[src/sv/sfa_pkg.sv]
// Shared constants and types of the spectrum frame averager.
package sfa_pkg;

  localparam int BINS          = 1024;
  localparam int BIN_BITS      = $clog2(BINS);
  localparam int LEN_BITS      = BIN_BITS + 1;
  localparam int SAMPLE_BITS   = 16;
  localparam int COUNT_BITS    = 16;
  localparam int SUM_BITS      = 32;
  localparam int INTERVAL_BITS = 32;
  localparam int SEL_BITS      = 10;
  localparam int FREQ_BITS     = 42;
  localparam int CMD_BITS      = 2;
  localparam int STEP_BITS     = $clog2(SUM_BITS);

  localparam logic [CMD_BITS-1:0] CMD_ACC   = 2'd0;
  localparam logic [CMD_BITS-1:0] CMD_READ  = 2'd1;
  localparam logic [CMD_BITS-1:0] CMD_CLEAR = 2'd2;
  localparam logic [CMD_BITS-1:0] CMD_NONE  = 2'd3;

  localparam logic [COUNT_BITS-1:0] COUNT_MAX = {COUNT_BITS{1'b1}};
  localparam logic [LEN_BITS-1:0]   LEN_MAX   = LEN_BITS'(BINS);

  // Largest magnitudes of the signed average, positive and negative.
  localparam logic [SUM_BITS-1:0] AVG_POS_MAX = SUM_BITS'((64'd1 << (SAMPLE_BITS - 1)) - 64'd1);
  localparam logic [SUM_BITS-1:0] AVG_NEG_MAX = SUM_BITS'(64'd1 << (SAMPLE_BITS - 1));

  // Configuration register byte addresses.
  localparam int ADDR_BITS = 3;
  localparam logic [ADDR_BITS-1:0] REG_BINS_IN_USE  = 3'd0;
  localparam logic [ADDR_BITS-1:0] REG_BIN_INTERVAL = 3'd4;

  // Request into the sum memory pipeline.
  typedef struct packed {
    logic                          is_read;
    logic                          first;
    logic [BIN_BITS-1:0]           addr;
    logic signed [SAMPLE_BITS-1:0] sample;
  } acc_req_t;

  // Bookkeeping of a read in flight.
  typedef struct packed {
    logic [SEL_BITS-1:0]   sel;
    logic [COUNT_BITS-1:0] frames;
    logic                  empty;
    logic                  saturated;
  } rd_meta_t;

endpackage

[src/sv/sfa_divider.sv]
// Bit-serial signed divider of a bin sum by the frame count, with saturation.
module sfa_divider (
  input  logic                           clk_i,
  input  logic                           rst_ni,
  input  logic                           start_i,
  input  logic [sfa_pkg::SUM_BITS-1:0]   dividend_i,
  input  logic [sfa_pkg::COUNT_BITS-1:0] divisor_i,
  output logic                           done_o,
  input  logic                           take_i,
  output logic [sfa_pkg::SAMPLE_BITS-1:0] quotient_o
);
  import sfa_pkg::*;

  localparam logic [1:0] ST_IDLE = 2'd0;
  localparam logic [1:0] ST_RUN  = 2'd1;
  localparam logic [1:0] ST_DONE = 2'd2;

  logic [1:0]            state_q, state_d;
  logic [STEP_BITS-1:0]  cnt_q;
  logic                  neg_q;
  logic [COUNT_BITS-1:0] rem_q;
  logic [SUM_BITS-1:0]   quo_q;
  logic [COUNT_BITS-1:0] divisor_q;

  logic [COUNT_BITS:0]   shifted;
  logic [COUNT_BITS:0]   trial;
  logic                  fits;
  logic [SUM_BITS-1:0]   magnitude;
  logic [SUM_BITS-1:0]   neg_quo;

  assign shifted   = {rem_q, quo_q[SUM_BITS-1]};
  assign trial     = shifted - {1'b0, divisor_q};
  assign fits      = !trial[COUNT_BITS];
  assign magnitude = dividend_i[SUM_BITS-1] ? (~dividend_i + 1'b1) : dividend_i;
  assign neg_quo   = ~quo_q + 1'b1;

  always_comb begin
    state_d = state_q;
    unique case (state_q)
      ST_IDLE: begin
        if (start_i) begin
          state_d = (divisor_i == '0) ? ST_DONE : ST_RUN;
        end
      end
      ST_RUN: begin
        if (cnt_q == STEP_BITS'(SUM_BITS - 1)) begin
          state_d = ST_DONE;
        end
      end
      ST_DONE: begin
        if (take_i) begin
          state_d = ST_IDLE;
        end
      end
      default: state_d = ST_IDLE;
    endcase
  end

  always_ff @(posedge clk_i or negedge rst_ni) begin
    if (!rst_ni) begin
      state_q <= ST_IDLE;
    end else begin
      state_q <= state_d;
    end
  end

  always_ff @(posedge clk_i) begin
    if (state_q == ST_IDLE && start_i) begin
      cnt_q     <= '0;
      rem_q     <= '0;
      divisor_q <= divisor_i;
      // An empty read divides by nothing and reports zero.
      neg_q     <= (divisor_i != '0) && dividend_i[SUM_BITS-1];
      quo_q     <= (divisor_i == '0) ? '0 : magnitude;
    end else if (state_q == ST_RUN) begin
      cnt_q <= cnt_q + 1'b1;
      rem_q <= fits ? trial[COUNT_BITS-1:0] : shifted[COUNT_BITS-1:0];
      quo_q <= {quo_q[SUM_BITS-2:0], fits};
    end
  end

  assign done_o = (state_q == ST_DONE);

  always_comb begin
    if (neg_q) begin
      quotient_o = (quo_q > AVG_NEG_MAX) ? AVG_NEG_MAX[SAMPLE_BITS-1:0]
                                         : neg_quo[SAMPLE_BITS-1:0];
    end else begin
      quotient_o = (quo_q > AVG_POS_MAX) ? AVG_POS_MAX[SAMPLE_BITS-1:0]
                                         : quo_q[SAMPLE_BITS-1:0];
    end
  end

endmodule

[config.mk]
export PLATFORM = sky130hd
export DESIGN_NAME = sfa_divider
export DESIGN_NICKNAME = d
export VERILOG_FILES = /design/src/sv/sfa_pkg.sv /design/src/sv/sfa_divider.sv
export SDC_FILE = /design/constraint.sdc
export NUM_CORES = 1
export LEC_CHECK = 0
export BUFFER_PORTS_ARGS = -buffer_cell sky130_fd_sc_hd__buf_4
export CAP_MARGIN = 10
export CORE_MARGIN = 3
export CORE_UTILIZATION = 40
export CTS_CLUSTER_DIAMETER = 200
export DETAILED_ROUTE_END_ITERATION = 6
export PLACE_DENSITY = 0.68
export SLEW_MARGIN = 20
export SYNTH_ARGS = -nofsm -noshare
export SYNTH_HDL_FRONTEND = slang
export SYNTH_SLANG_ARGS = --single-unit
[constraint.sdc]
create_clock -name clk_i -period 7.08 [get_ports clk_i]
set_clock_uncertainty 0.05 [all_clocks]
set_input_delay 1.062 -clock clk_i [delete_from_list [all_inputs] [get_ports clk_i]]
set_output_delay 1.062 -clock clk_i [all_outputs]
set_load 0.05 [all_outputs]
==> flow_summary_export.csv <==
group,metric,value,unit
outcome,status,"finished, final reports clean",
synthesis,synth_seq_cells,72,
power_and_ir_drop,p_switching,1.06,mW
worst_setup_path,r2r_slack,3580,ps
power_and_ir_drop,powerDensity,447,mW/mm^2
synthesis,netlist_area,0.00494,mm^2
worst_setup_path,cp_slowest_cell,"or3b_2",
clocking,clock_latency,330,ps
timing,hold_viol,0,
worst_setup_path,path_buf_inv,2,
grt,grt_pass1_wl,19500,um
grt,grt_max_degree,38,
timing,timing.setup.tns,0,ps
worst_setup_path,worst_setup_path_start_kind,"flop",
die,core_area,0.0118,mm^2
die,dieArea,0.0137,mm^2
synthesis,synthTopCellsByArea,"edfxtp_1, dfxtp_1, nand2_1, xor2_1, ha_1",
route,drt_wl_total,12000,um
grt,grt_pass1_vias,4081,
timing,slew_violations,0,
worst_setup_path,r2r_start,"quo_q[31]$_DFFE_PP_",
synthesis,syn_avg_cell_area,9.00,um^2
timing,worstMarginPinSlew,1030,ps
final_layout,nFillCells,1088,
synthesis,synth_top_area_cell,"edfxtp_1",
clocking,ctsHoldBuffers,0,
grt,grt_overflow,0,
synthesis,yosysSeqAreaShare,39.3,%
clocking,clk_pin_slew_worst_paths,50,ps
synthesis,ys_types,62,
worst_setup_path,path_depth,10,
die,initial_utilization,42.0,%
timing,max_slew_margin,31.3,%
route,dr_total_vias,4292,
worst_setup_path,path_delay_family,"simple AND/OR/NAND/NOR gates",
clocking,clock-sinks,72,
route,drcViolationCount,0,
route,drt-initial-drc-count,279,
clocking,cts_resized,0,
timing,finalCritPeriodShare,61.4,%
worst_setup_path,crit_arrival,3240,ps
worst_setup_path,cp.required,5970,ps
synthesis,syn_nets,622,
synthesis,synth-edff-count,49,
power_and_ir_drop,power.share.clock,21.0,%
grt,antenna_found_initial,0,
route,vias_per_cell,5.55,
die,io_pins,69,
synthesis,yosys_warnings,0,
worst_setup_path,setup.worst_path.start,"quo_q[1]$_DFFE_PP_",
synthesis,synthCells,549,
grt,grt_usage,18.0,%
synthesis,yosys.cell_count.top_type,"nand2_1",
timing,clock.fmax,230,MHz
die,row_count,39,
timing,grt_setup_unrepaired,"false",
power_and_ir_drop,peakVddDrop,0.174,mV
power_and_ir_drop,p_leak,2.41,nW
worst_setup_path,reg2regPathDepth,10,
route,dr.pass1.iters,7,
timing,setup_violations,0,
power_and_ir_drop,internal-power,1.59,mW
placed_design,port_buffers,68,
route,wire_per_inst,15.5,um
timing,finalWorstPathRequiredPeriod,4350,ps
final_layout,drive_gt1_share,16.4,%
clocking,cts_max_level,3,
placed_design,dp_hpwl,9000,um
route,ant_nets,0,
final_layout,area_growth,20.1,%
placed_design,place_congestion,0.889,
final_layout,num_antenna_cells,0,
power_and_ir_drop,seqPwrFrac,32.7,%
worst_setup_path,crit_end,"quotient_o[13]",
clocking,cts_tree,"done",
clocking,root_buffer,"clkbuf_16",
synthesis,synth_top_area_share,29.8,%
clocking,cts_buffers,9,
synthesis,ys_top_cells_by_count,"nand2_1, edfxtp_1, o21ai_0",
die,die_height,117,um
job,max_cap_viol_count,0,
clocking,cts_setup_buffers,0,
power_and_ir_drop,pwr-share-comb,46.3,%
power_and_ir_drop,switching_share,40.1,%
clocking,clk_path_buf_depth,2,
worst_setup_path,timing.rr.end,"rem_q[15]$_SDFFE_PP0P_",
worst_setup_path,end_kind,"output port",
final_layout,final_nets,678,
worst_setup_path,max_stage_delay,480,ps
synthesis,synthFlopType,"edfxtp_1",
worst_hold_path,hold_class,"flop to flop",
worst_setup_path,path_cells,"inv_1, ha_1, nor3b_1, nand4b_1, o21ai_1, nand2b_1, or2_1, or3b_2, nand3_1, buf_4",
worst_setup_path,path_max_fanout,14,
synthesis,synthArstFlopShare,2.78,%
worst_setup_path,crit_type,"flop to output port",
final_layout,post-route-util,50.5,%
die,chipWidth,117,um
## worst min-delay path by stage
| stage | from | to | slack [ps] | cells past startpoint |
|---|---|---|---|---|
| after CTS | cnt_q[4]$_SDFFE_PP0P_ | cnt_q[4]$_SDFFE_PP0P_ | 420 | 2 |
| final | rem_q[3]$_SDFFE_PP0P_ | rem_q[3]$_SDFFE_PP0P_ | 420 | 2 |
| after global routing | rst_ni | state_q[1]$_DFFE_PN0P_ | 440 | 1 |
| after floorplan | cnt_q[4]$_SDFFE_PP0P_ | cnt_q[4]$_SDFFE_PP0P_ | 390 | 2 |
| after detailed placement | cnt_q[4]$_SDFFE_PP0P_ | cnt_q[4]$_SDFFE_PP0P_ | 410 | 2 |
| after global placement | cnt_q[4]$_SDFFE_PP0P_ | cnt_q[4]$_SDFFE_PP0P_ | 400 | 2 |
## state kept, by name (all words and copies together), names as in the netlist
register,cells
rem_q,16
cnt_q,5
neg_q,1
state_q,2
quo_q,32
divisor_q,16
## cells in the final DEF, fill, tap and decap left out, drive strengths merged, types with 8 or more instances in the layout
master,count
nand3,9
ha,20
o31ai,17
o21ai,72
nand2,82
a21oi,14
mux2i,13
inv,30
nor3,11
nor4,13
nand2b,15
clkbuf,9
or3,13
o311ai,9
dfxtp,21
buf,70
nor2,18
nor2b,8
xnor2,10
xor2,34
edfxtp,49
## area by class of cell
type / instances / area [um^2] / area share [%]
flip-flops and latches: 72 / 1940 / 32.7
well taps: 164 / 205 / 3.46
repair buffers: 70 / 526 / 8.86
clock inverters: 7 / 143 / 2.40
inverters: 29 / 109 / 1.83
multi-input cells: 423 / 2780 / 46.9
clock buffers: 9 / 225 / 3.80
## worst register-to-register path: cells and delay by family, from the launching register on
kind	cells	cell delay (ps)
fa+ha+maj	2	630
compound gates	5	1650
simple gates	2	690
flops	1	350
buf+inv	1	60
## layer usage
| layer | vias to the layer above | wire, um | GRT usage [%] |
|---|---|---|---|
| li1 | 2126 | - | - |
| met1 | 2026 | 5560 | 24.6 |
| met2 | 123 | 5600 | 28.6 |
| met3 | 17 | 577 | 2.57 |
| met4 | 0 | 246 | 7.42 |
| met5 | - | 0 | 0 |
## cells by family after synthesis
group	Yosys count	share of synthesized area [%]
buffers and inverters	54	4.33
adder cells (fa/ha/maj)	21	5.47
flip-flops	72	39.3
AND/OR/NAND/NOR	191	19.2
AO/OA/AOI/OAI	154	21.3
XOR/XNOR	44	7.80
multiplexers	13	2.63
## per-stage QoR
step           power [mW]  std cells  cell area [um^2]  hold WS [ps]  setup WS [ps]
3_5_place_dp         2.09        758              5570           414           3110
2_1_floorplan        1.77        549              4940           390           2390
4_1_cts              2.65        774              5930           422           2740
5_1_grt              2.85        774              5930           445           2430
6_report             2.65        774              5930           424           2730
3_3_place_gp         2.04        758              5570           403           3190
## power groups by stage
stage               Sequential [mW]  Clock [mW]  Combinational (mW)
detailed placement            0.873           0                1.22
global route                  0.893       0.580                1.38
floorplan                     0.817           0               0.957
global placement              0.861           0                1.18
finish                        0.868       0.557                1.23
CTS                           0.864       0.563                1.23
(Power assumes the default switching activity.)
